==> src/sv/deq_pkg.sv <==
// ----------------------------------------------------------------------------
// Deque package
// Field widths, request and status codes, and the controller command bundle
// shared by the double-ended queue core.
// ----------------------------------------------------------------------------
package deq_pkg;

  // Default configuration
  localparam int DEQ_DEPTH      = 16;
  localparam int DEQ_DATA_WIDTH = 32;

  // Fixed channel field widths
  localparam int REQ_W      = 2;
  localparam int DATA_IN_W  = 32;
  localparam int DATA_OUT_W = 32;
  localparam int STATUS_W   = 2;
  localparam int FILL_W     = 5;

  // Request codes
  typedef enum logic [REQ_W-1:0] {
    REQ_PUSH_FRONT = 2'd0,
    REQ_PUSH_BACK  = 2'd1,
    REQ_POP_FRONT  = 2'd2,
    REQ_POP_BACK   = 2'd3
  } req_type_t;

  // Result status codes
  typedef enum logic [STATUS_W-1:0] {
    ST_OK    = 2'd0,
    ST_EMPTY = 2'd1,
    ST_FULL  = 2'd2
  } status_t;

  // Controller to datapath commands
  typedef struct packed {
    logic accept;   // request transfer this cycle
    logic load;     // move pending result into the output register
  } deq_cmd_t;

endpackage

==> src/sv/deq_if.sv <==
// ----------------------------------------------------------------------------
// Deque channel interfaces
// Valid/ready request and response channels of the double-ended queue.
// ----------------------------------------------------------------------------

// Request channel
interface deq_req_if import deq_pkg::*; ();
  logic                 valid;
  logic                 ready;
  req_type_t            req_type;
  logic [DATA_IN_W-1:0] data_in;

  modport source (output valid, output req_type, output data_in, input ready);
  modport sink   (input valid, input req_type, input data_in, output ready);
endinterface

// Response channel
interface deq_rsp_if import deq_pkg::*; ();
  logic                  valid;
  logic                  ready;
  logic [DATA_OUT_W-1:0] data_out;
  status_t               status;
  logic [FILL_W-1:0]     fill_level;

  modport source (output valid, output data_out, output status, output fill_level,
                  input ready);
  modport sink   (input valid, input data_out, input status, input fill_level,
                  output ready);
endinterface

==> src/sv/deq_ctrl.sv <==
// ----------------------------------------------------------------------------
// Deque controller
// Sequences each request: transfer in, the registered store access, then
// hand the result to the output register when it is free.
// ----------------------------------------------------------------------------
module deq_ctrl import deq_pkg::*; (
  input  logic     clk,
  input  logic     rst_n,
  input  logic     in_valid,
  output logic     in_ready,
  output logic     out_valid,
  input  logic     out_ready,
  output deq_cmd_t cmd
);

  typedef enum logic {
    S_IDLE,
    S_RESULT
  } state_t;

  state_t state_r, state_nxt;
  logic   out_valid_r, out_valid_nxt;
  logic   load;
  logic   accept;

  // Output slot is free when empty or being drained this cycle
  assign load     = (state_r == S_RESULT) && (!out_valid_r || out_ready);
  assign in_ready = (state_r == S_IDLE) || load;
  assign accept   = in_valid && in_ready;

  assign cmd.accept = accept;
  assign cmd.load   = load;
  assign out_valid  = out_valid_r;

  // Next state
  always_comb begin
    state_nxt     = state_r;
    out_valid_nxt = out_valid_r;
    if (out_ready) begin
      out_valid_nxt = 1'b0;
    end
    if (load) begin
      out_valid_nxt = 1'b1;
      state_nxt     = S_IDLE;
    end
    if (accept) begin
      state_nxt = S_RESULT;
    end
  end

  // State and registered valid
  always_ff @(posedge clk) begin
    if (!rst_n) begin
      state_r     <= S_IDLE;
      out_valid_r <= 1'b0;
    end else begin
      state_r     <= state_nxt;
      out_valid_r <= out_valid_nxt;
    end
  end

endmodule

==> src/sv/deq_datapath.sv <==
// ----------------------------------------------------------------------------
// Deque datapath
// Circular word store with front index and fill count, status decode,
// pending result and output register.
// ----------------------------------------------------------------------------
module deq_datapath import deq_pkg::*; #(
  parameter int DEPTH      = DEQ_DEPTH,
  parameter int DATA_WIDTH = DEQ_DATA_WIDTH
) (
  input  logic                  clk,
  input  logic                  rst_n,
  input  deq_cmd_t              cmd,
  input  req_type_t             req_type,
  input  logic [DATA_IN_W-1:0]  data_in,
  output logic [DATA_OUT_W-1:0] data_out,
  output status_t               status,
  output logic [FILL_W-1:0]     fill_level
);

  localparam int IDX_W = $clog2(DEPTH);
  localparam int SUM_W = IDX_W + 1;
  localparam int CNT_W = $clog2(DEPTH + 1);
  localparam logic [SUM_W-1:0] DEPTH_S  = SUM_W'(DEPTH);
  localparam logic [IDX_W-1:0] LAST_IDX = IDX_W'(DEPTH - 1);
  localparam logic [CNT_W-1:0] FULL_CNT = CNT_W'(DEPTH);

  // Fold a position below twice the depth back into the store
  function automatic logic [IDX_W-1:0] wrap_idx(input logic [SUM_W-1:0] pos);
    if (pos >= DEPTH_S) begin
      return IDX_W'(pos - DEPTH_S);
    end
    return IDX_W'(pos);
  endfunction

  logic [IDX_W-1:0]      front_r, front_nxt;
  logic [CNT_W-1:0]      count_r, count_nxt;
  logic [DATA_WIDTH-1:0] mem_r [DEPTH];
  logic [DATA_WIDTH-1:0] rd_data_r;
  logic                  pend_pop_r;
  status_t               pend_status_r;
  logic [FILL_W-1:0]     pend_fill_r;
  logic [DATA_OUT_W-1:0] out_data_r;
  status_t               out_status_r;
  logic [FILL_W-1:0]     out_fill_r;

  logic [SUM_W-1:0]      tail_sum, last_sum;
  logic [IDX_W-1:0]      tail_idx, last_idx, front_dec, front_inc;
  logic                  full, empty;
  logic                  wr_en, rd_en;
  logic [IDX_W-1:0]      wr_addr, rd_addr;
  status_t               status_nxt;
  logic [DATA_WIDTH-1:0] wdata;

  // Index arithmetic
  assign tail_sum  = {1'b0, front_r} + SUM_W'(count_r);
  assign last_sum  = tail_sum - SUM_W'(1);
  assign tail_idx  = wrap_idx(tail_sum);
  assign last_idx  = wrap_idx(last_sum);
  assign front_dec = (front_r == '0) ? LAST_IDX : front_r - IDX_W'(1);
  assign front_inc = (front_r == LAST_IDX) ? '0 : front_r + IDX_W'(1);
  assign full      = (count_r == FULL_CNT);
  assign empty     = (count_r == '0);
  assign wdata     = DATA_WIDTH'(data_in);

  // Request decode
  always_comb begin
    front_nxt  = front_r;
    count_nxt  = count_r;
    wr_en      = 1'b0;
    wr_addr    = front_r;
    rd_en      = 1'b0;
    rd_addr    = front_r;
    status_nxt = ST_OK;
    case (req_type)
      REQ_PUSH_FRONT: begin
        if (full) begin
          status_nxt = ST_FULL;
        end else begin
          front_nxt = front_dec;
          wr_en     = 1'b1;
          wr_addr   = front_dec;
          count_nxt = count_r + CNT_W'(1);
        end
      end
      REQ_PUSH_BACK: begin
        if (full) begin
          status_nxt = ST_FULL;
        end else begin
          wr_en     = 1'b1;
          wr_addr   = tail_idx;
          count_nxt = count_r + CNT_W'(1);
        end
      end
      REQ_POP_FRONT: begin
        if (empty) begin
          status_nxt = ST_EMPTY;
        end else begin
          rd_en     = 1'b1;
          rd_addr   = front_r;
          front_nxt = front_inc;
          count_nxt = count_r - CNT_W'(1);
        end
      end
      REQ_POP_BACK: begin
        if (empty) begin
          status_nxt = ST_EMPTY;
        end else begin
          rd_en     = 1'b1;
          rd_addr   = last_idx;
          count_nxt = count_r - CNT_W'(1);
        end
      end
      default: begin
        status_nxt = ST_OK;
      end
    endcase
  end

  // Front index and fill count
  always_ff @(posedge clk) begin
    if (!rst_n) begin
      front_r <= '0;
      count_r <= '0;
    end else if (cmd.accept) begin
      front_r <= front_nxt;
      count_r <= count_nxt;
    end
  end

  // Word store, registered read
  always_ff @(posedge clk) begin
    if (cmd.accept && wr_en) begin
      mem_r[wr_addr] <= wdata;
    end
    if (cmd.accept && rd_en) begin
      rd_data_r <= mem_r[rd_addr];
    end
  end

  // Pending result, captured at request transfer
  always_ff @(posedge clk) begin
    if (cmd.accept) begin
      pend_pop_r    <= rd_en;
      pend_status_r <= status_nxt;
      pend_fill_r   <= FILL_W'(count_nxt);
    end
  end

  // Output register
  always_ff @(posedge clk) begin
    if (cmd.load) begin
      out_data_r   <= pend_pop_r ? DATA_OUT_W'(rd_data_r) : '0;
      out_status_r <= pend_status_r;
      out_fill_r   <= pend_fill_r;
    end
  end

  assign data_out   = out_data_r;
  assign status     = out_status_r;
  assign fill_level = out_fill_r;

endmodule

==> src/sv/double_ended_queue_core.sv <==
// ----------------------------------------------------------------------------
// Double-ended queue core
// Ring-buffer deque: push or pop a word at either end, one response per
// request carrying the popped word, a status and the new fill level.
// ----------------------------------------------------------------------------
// Usage:
//   in_req  : valid/ready request channel (req_type, data_in).
//   out_rsp : valid/ready response channel (data_out, status, fill_level).
//   Every request produces exactly one response, in order. A pop from an
//   empty queue returns status ST_EMPTY, a push to a full queue returns
//   ST_FULL and drops the word; neither changes the contents.
//   Response timing: with the output register free, the response is valid
//   from the clock edge after the request transfer; the store read is
//   registered at the transfer and the output register is loaded from it.
//   Throughput: one request per cycle while responses are taken; the
//   request and the output load overlap, bounded by the single store port.
//   Back-pressure: a stalled response holds the output register; one more
//   request is taken and held pending, then in_req.ready stays low until
//   out_rsp is drained.
//   Reset (synchronous, active low) empties the queue: front index and fill
//   count go to zero. The store itself is not cleared and needs no sweep.
// ----------------------------------------------------------------------------
module double_ended_queue_core import deq_pkg::*; #(
  parameter int DEPTH      = DEQ_DEPTH,
  parameter int DATA_WIDTH = DEQ_DATA_WIDTH
) (
  input logic         clk,
  input logic         rst_n,
  deq_req_if.sink     in_req,
  deq_rsp_if.source   out_rsp
);

  deq_cmd_t cmd;

  // Sequencing
  deq_ctrl u_ctrl (
    .clk       (clk),
    .rst_n     (rst_n),
    .in_valid  (in_req.valid),
    .in_ready  (in_req.ready),
    .out_valid (out_rsp.valid),
    .out_ready (out_rsp.ready),
    .cmd       (cmd)
  );

  // Store, indices and result registers
  deq_datapath #(
    .DEPTH      (DEPTH),
    .DATA_WIDTH (DATA_WIDTH)
  ) u_datapath (
    .clk        (clk),
    .rst_n      (rst_n),
    .cmd        (cmd),
    .req_type   (in_req.req_type),
    .data_in    (in_req.data_in),
    .data_out   (out_rsp.data_out),
    .status     (out_rsp.status),
    .fill_level (out_rsp.fill_level)
  );

  // A full-queue rejection reports the full level
  assert property (@(posedge clk) disable iff (!rst_n)
    out_rsp.valid && (out_rsp.status == ST_FULL) |->
      (out_rsp.fill_level == FILL_W'(DEPTH)))
    else $error("push rejection with fill level other than full");

  // An empty-queue rejection reports zero level and zero data
  assert property (@(posedge clk) disable iff (!rst_n)
    out_rsp.valid && (out_rsp.status == ST_EMPTY) |->
      (out_rsp.fill_level == '0) && (out_rsp.data_out == '0))
    else $error("pop rejection with non-zero level or data");

  // A fresh response must trace back to a request transfer through the result state and the output load
  assert property (@(posedge clk) disable iff (!rst_n)
    $rose(out_rsp.valid) |-> $past(cmd.accept, 2))
    else $error("response raised without a request two cycles earlier");

  // Never load a result while a stalled one is still held
  assert property (@(posedge clk) disable iff (!rst_n)
    cmd.load |-> !(out_rsp.valid && !out_rsp.ready))
    else $error("output register overwritten under back-pressure");

endmodule

==> src/flat_wrapper.sv <==
// flat-port wrapper written by rule: the top's interface ports become plain ports
module double_ended_queue_core_flat import deq_pkg::*;
#(
  parameter int DEPTH      = DEQ_DEPTH,
  parameter int DATA_WIDTH = DEQ_DATA_WIDTH
)
  (clk, rst_n, in_req_valid, in_req_req_type, in_req_data_in, in_req_ready, out_rsp_valid, out_rsp_data_out, out_rsp_status, out_rsp_fill_level, out_rsp_ready);
  deq_req_if in_req_i ();
  deq_rsp_if out_rsp_i ();
  input logic clk;
  input logic rst_n;
  input wire logic [$bits(in_req_i.valid)-1:0] in_req_valid;
  input wire logic [$bits(in_req_i.req_type)-1:0] in_req_req_type;
  input wire logic [$bits(in_req_i.data_in)-1:0] in_req_data_in;
  output wire logic [$bits(in_req_i.ready)-1:0] in_req_ready;
  output wire logic [$bits(out_rsp_i.valid)-1:0] out_rsp_valid;
  output wire logic [$bits(out_rsp_i.data_out)-1:0] out_rsp_data_out;
  output wire logic [$bits(out_rsp_i.status)-1:0] out_rsp_status;
  output wire logic [$bits(out_rsp_i.fill_level)-1:0] out_rsp_fill_level;
  input wire logic [$bits(out_rsp_i.ready)-1:0] out_rsp_ready;
  assign in_req_i.valid = in_req_valid;
  assign in_req_i.req_type = in_req_req_type;
  assign in_req_i.data_in = in_req_data_in;
  assign in_req_ready = in_req_i.ready;
  assign out_rsp_valid = out_rsp_i.valid;
  assign out_rsp_data_out = out_rsp_i.data_out;
  assign out_rsp_status = out_rsp_i.status;
  assign out_rsp_fill_level = out_rsp_i.fill_level;
  assign out_rsp_i.ready = out_rsp_ready;
  double_ended_queue_core #(.DEPTH(DEPTH), .DATA_WIDTH(DATA_WIDTH)) u_core (.clk(clk), .rst_n(rst_n), .in_req(in_req_i), .out_rsp(out_rsp_i));
endmodule
==> config.mk <==
export PLATFORM = sky130hd
export DESIGN_NAME = double_ended_queue_core_flat
export DESIGN_NICKNAME = d
export VERILOG_FILES = /design/src/sv/deq_pkg.sv /design/src/sv/deq_if.sv /design/src/sv/deq_ctrl.sv /design/src/sv/deq_datapath.sv /design/src/sv/double_ended_queue_core.sv /design/src/flat_wrapper.sv
export SDC_FILE = /design/constraint.sdc
export NUM_CORES = 1
export LEC_CHECK = 0
export BUFFER_PORTS_ARGS = -buffer_cell sky130_fd_sc_hd__buf_2
export CORE_UTILIZATION = 43
export DETAILED_ROUTE_END_ITERATION = 8
export PLACE_DENSITY_LB_ADDON = 0.2
export SETUP_SLACK_MARGIN = 0.4
export SLEW_MARGIN = 20
export SYNTH_ARGS = -nofsm -noshare
export SYNTH_HDL_FRONTEND = slang
export SYNTH_SLANG_ARGS = --single-unit
==> constraint.sdc <==
create_clock -name clk -period 7.05 [get_ports clk]
set_clock_uncertainty 0.15 [all_clocks]
set_input_delay 2.115 -clock clk [delete_from_list [all_inputs] [get_ports clk]]
set_output_delay 2.115 -clock clk [all_outputs]
set_load 0.01 [all_outputs]
==> impl_metrics.csv <==
group,metric,value,unit
placement,dp.final_hpwl,32850,microns
sta,setup-violations-final,0,
yosys,post_synth_num_cell_types,68,
finish,fillerInstances,4461,
yosys,post-synth-top-area-cell,"sky130_fd_sc_hd__edfxtp_1",
finish,fin_cells,2183,
yosys,yosys-top-cells-area,"sky130_fd_sc_hd__edfxtp_1, sky130_fd_sc_hd__mux4_2, sky130_fd_sc_hd__a22o_1",
sta,timing.max_slew.rel_slack,28.17,%
detailed_routing,drc,0,
floorplanning,ios,79,
yosys,synth.yosys.seq_area_share,75.62,%
finish,area.growth.synth_to_final,15.17,%
yosys,yosys.area_share.xor_xnor,0.4160,%
placement,port_buffers,78,
yosys,syn-mean-instance-area,17.72,sq um
grt,gr-total-overflow,0,
yosys,yosys-top-cells-count,"sky130_fd_sc_hd__edfxtp_1, sky130_fd_sc_hd__o21ai_0, sky130_fd_sc_hd__nand3_1, sky130_fd_sc_hd__clkbuf_1",
finish,final_layout_size_suffix_gt1_share,23.54,%
yosys,combinational_family_with_the_most_area_after_synthesis,"compound AO/OA/AOI/OAI gates",
clock_tree,cts.reportedPaths.clkPinSlew,60,ps
power_and_ir_drop,power_per_cell_area,311.3,mW/mm^2
worst_setup_path,critical_path_data_arrival_time,5200,ps
yosys,synth_enable_flop_cells,591,
detailed_routing,drt_first_pass_iters,5,
detailed_routing,postRouteAntennaNets,0,
grt,grt.total_usage,21.58,%
power_and_ir_drop,power,0.008518,W
sta,hold_violations,0,
floorplanning,core_area,0.05424,sq mm
worst_setup_path,cp-start-kind,"flip-flop",
detailed_routing,routed_via_density,6.014,
yosys,post_synth_design_cell_area,0.02376,sq mm
yosys,postSynthCellCount,1341,
power_and_ir_drop,max-vdd-ir-drop,232.7,uV
sta,max_freq,200.7,MHz
worst_setup_path,cp_data_required_time,7270,ps
floorplanning,floorplan.initialDensity,43.81,%
yosys,ys_warn_count,0,
clock_tree,post-cts-setup-buffers,0,
worst_hold_path,timing.hold.worst_endpoint,"u_core.u_datapath.fill_level[0]",
yosys,synthDominantCellAreaShare,74.69,%
worst_setup_path,worst-r2r-cell-count,11,
worst_setup_path,crit_path_max_fanout,33,
clock_tree,numCtsBuffers,61,
floorplanning,die_width,237.1,microns
sta,worst-slew-pin-transition,1073,ps
status,run_status,"completed",
yosys,synth-compound-area-share,8.062,%
worst_setup_path,setup.worst_path.end_class,"flip-flop",
job,drv.max_cap_violation_count,0,
yosys,mappedNetlistNets,1389,
grt,antenna_violations_before_repair,2,
grt,largest_net_degree_at_the_start_of_global_routing,48,
clock_tree,root_buffer,"sky130_fd_sc_hd__clkbuf_16",
sta,grt_setup_unrepaired,"false",
clock_tree,number_of_clock_sinks,602,
yosys,synth_most_common_cell,"sky130_fd_sc_hd__edfxtp_1",
worst_hold_path,hp-start,"u_core.u_datapath.pend_fill_r[0]",
clock_tree,cts-resized-gates,0,
placement,gp_congestion,0.8419,
worst_setup_path,critical_path.reg2reg.startpoint,"u_core.u_datapath.front_r[0]",
floorplanning,floorplan.die_area,0.05620,sq mm
finish,num_antenna_cells,0,
clock_tree,cts_hold_buf,0,
worst_setup_path,path_class,"reg2reg",
placement,placedCellCount,2069,
clock_tree,insertion_delay,640,ps
placement,dpl_cell_area,0.02528,sq mm
finish,layout.nets,1486,
yosys,yosys_most_used_dff,"sky130_fd_sc_hd__edfxtp_1",
sta,setup_total_negative_slack,0,ps
sta,post-route-min-period,4982,ps
detailed_routing,avgRoutedWirePerCell,27.50,microns
yosys,share_of_synthesized_cell_area_in_full_adder_half_adder_and_majority_cells,0.5582,%
yosys,synth.area.mux_share,7.672,%
clock_tree,cts_max_path_buffers,3,
detailed_routing,vias,13129,
yosys,ys_async_sr_fraction,0,%
worst_hold_path,hold_depth,0,
yosys,synth-simple-area-share,5.577,%
worst_hold_path,holdCritPathClass,"reg2reg",
clock_tree,tritoncts,"built",
floorplanning,core.rowCount,85,
power_and_ir_drop,cellLeakagePower,8.959,nW
sta,final-max-slew-violation-count,0,
worst_setup_path,timing.reg2reg.setup_slack,2070,ps
grt,wire_length_of_the_first_global_routing_pass,88550,microns
finish,multi_input_area,0.005588,sq mm
detailed_routing,route.final.wire_length,60030,microns
detailed_routing,detailedRoute.firstIterationViolations,1214,
grt,first_global_vias,13155,
finish,final_cell_area,0.02737,sq mm
worst_setup_path,r2r-end,"u_core.u_datapath.rd_data_r[18]",
clock_tree,htree_levels,2,
finish,layout.area.seq,0.01797,sq mm
yosys,ys_seq_elements,602,
floorplanning,chipHeight,237.1,microns
finish,finish.utilization,50.45,%
sta,timing.final.crit_share,70.66,%
state kept, by name (all words and copies together), names as in the netlist:
register and flops:
u_core.u_ctrl.out_valid 1, u_core.u_ctrl.state_r 1, u_core.u_datapath.count_r 5, u_core.u_datapath.data_out 32, u_core.u_datapath.fill_level 5, u_core.u_datapath.front_r 4
u_core.u_datapath.mem_r 512, u_core.u_datapath.pend_fill_r 5, u_core.u_datapath.pend_pop_r 1, u_core.u_datapath.pend_status_r 2, u_core.u_datapath.rd_data_r 32, u_core.u_datapath.status 2
stage by stage:
step | worst slack [ps] | hold slack (ps)
2_1_floorplan | 803.7 | 250.3
3_3_place_gp | 1655 | 255.0
3_5_place_dp | 1580 | 267.8
4_1_cts | 2043 | 280.4
5_1_grt | 1752 | 287.1
6_report | 2068 | 273.5
logic make-up (layout without fill, tap and decap cells):
kind of cell	count (synthesis)	in the layout
DFF	602	602
adders and majority gates	10	10
muxes	98	98
buffers and inverters	108	254
xor gates and xnor gates	8	8
AOI/OAI and AO/OA	280	280
and+or+nand+nor	235	235
cell usage in the layout, fill, tap and decap left out, types with 15 or more instances in the layout:
cell type | Yosys | final
sky130_fd_sc_hd__mux4_2 | 64 | 64
sky130_fd_sc_hd__nand2_1 | 23 | 23
sky130_fd_sc_hd__clkbuf_16 | 0 | 62
sky130_fd_sc_hd__o221ai_1 | 33 | 33
sky130_fd_sc_hd__buf_4 | 1 | 41
sky130_fd_sc_hd__buf_2 | 17 | 78
sky130_fd_sc_hd__and2_1 | 37 | 37
sky130_fd_sc_hd__nor2_1 | 20 | 16
sky130_fd_sc_hd__edfxtp_1 | 591 | 591
sky130_fd_sc_hd__mux2_2 | 33 | 33
sky130_fd_sc_hd__a22o_1 | 64 | 64
sky130_fd_sc_hd__clkbuf_1 | 65 | 15
sky130_fd_sc_hd__nand4_1 | 36 | 36
sky130_fd_sc_hd__o21ai_0 | 99 | 99
sky130_fd_sc_hd__nand3_1 | 74 | 74
sky130_fd_sc_hd__o22ai_1 | 35 | 35
report_power, final:
part,switching [W],leakage (nW),internal [W]
Clock,0.00136,0.991,0.00194
Sequential,0.0000445,5.45,0.00407
Combinational,0.000693,2.51,0.000416
Total,0.00209,8.96,0.00643
how the worst max path moves through the flow:
stage | from | endpoint | slack (ps) | depth (start not counted)
after floorplan | in_req_req_type[1] | u_core.u_datapath.mem_r[15][0] | 800 | 8
after global placement | in_req_req_type[1] | u_core.u_datapath.rd_data_r[16] | 1660 | 8
after detailed placement | in_req_req_type[1] | u_core.u_datapath.mem_r[2][3] | 1580 | 7
after CTS | u_core.u_datapath.front_r[0] | u_core.u_datapath.rd_data_r[11] | 2040 | 11
after global routing | u_core.u_datapath.front_r[0] | u_core.u_datapath.rd_data_r[15] | 1750 | 11
final | u_core.u_datapath.front_r[0] | u_core.u_datapath.rd_data_r[18] | 2070 | 11
worst max-delay path, cell delays in order, from the launching register on:
cell and delay [ps]:
sky130_fd_sc_hd__dfxtp_1 760, sky130_fd_sc_hd__ha_1 330, sky130_fd_sc_hd__fa_1 500, sky130_fd_sc_hd__inv_1 90, sky130_fd_sc_hd__ha_1 150, sky130_fd_sc_hd__xor3_1 440
sky130_fd_sc_hd__nand3_4 490, sky130_fd_sc_hd__nand2_4 650, sky130_fd_sc_hd__buf_4 440, sky130_fd_sc_hd__mux2_2 380, sky130_fd_sc_hd__o221ai_1 180, sky130_fd_sc_hd__nand4_1 120
per-layer routing:
metal / track usage, % / part of all wire [%]
met4: 6.764 / 2.5
met2: 34.52 / 47
met5: 0 / 0.018
met1: 30.83 / 44
met3: 2.914 / 5.8
cell type report:
class | instances | area share (%)
sequential | 602 | 65.66
multi-input combinational | 631 | 20.42
clock buffer | 77 | 5.875
tap | 696 | 3.182
timing repair buffer | 126 | 3.118
clock inverter | 35 | 1.527
inverter | 16 | 0.2195
No activity file was read; power rests on OpenSTA's default activity.
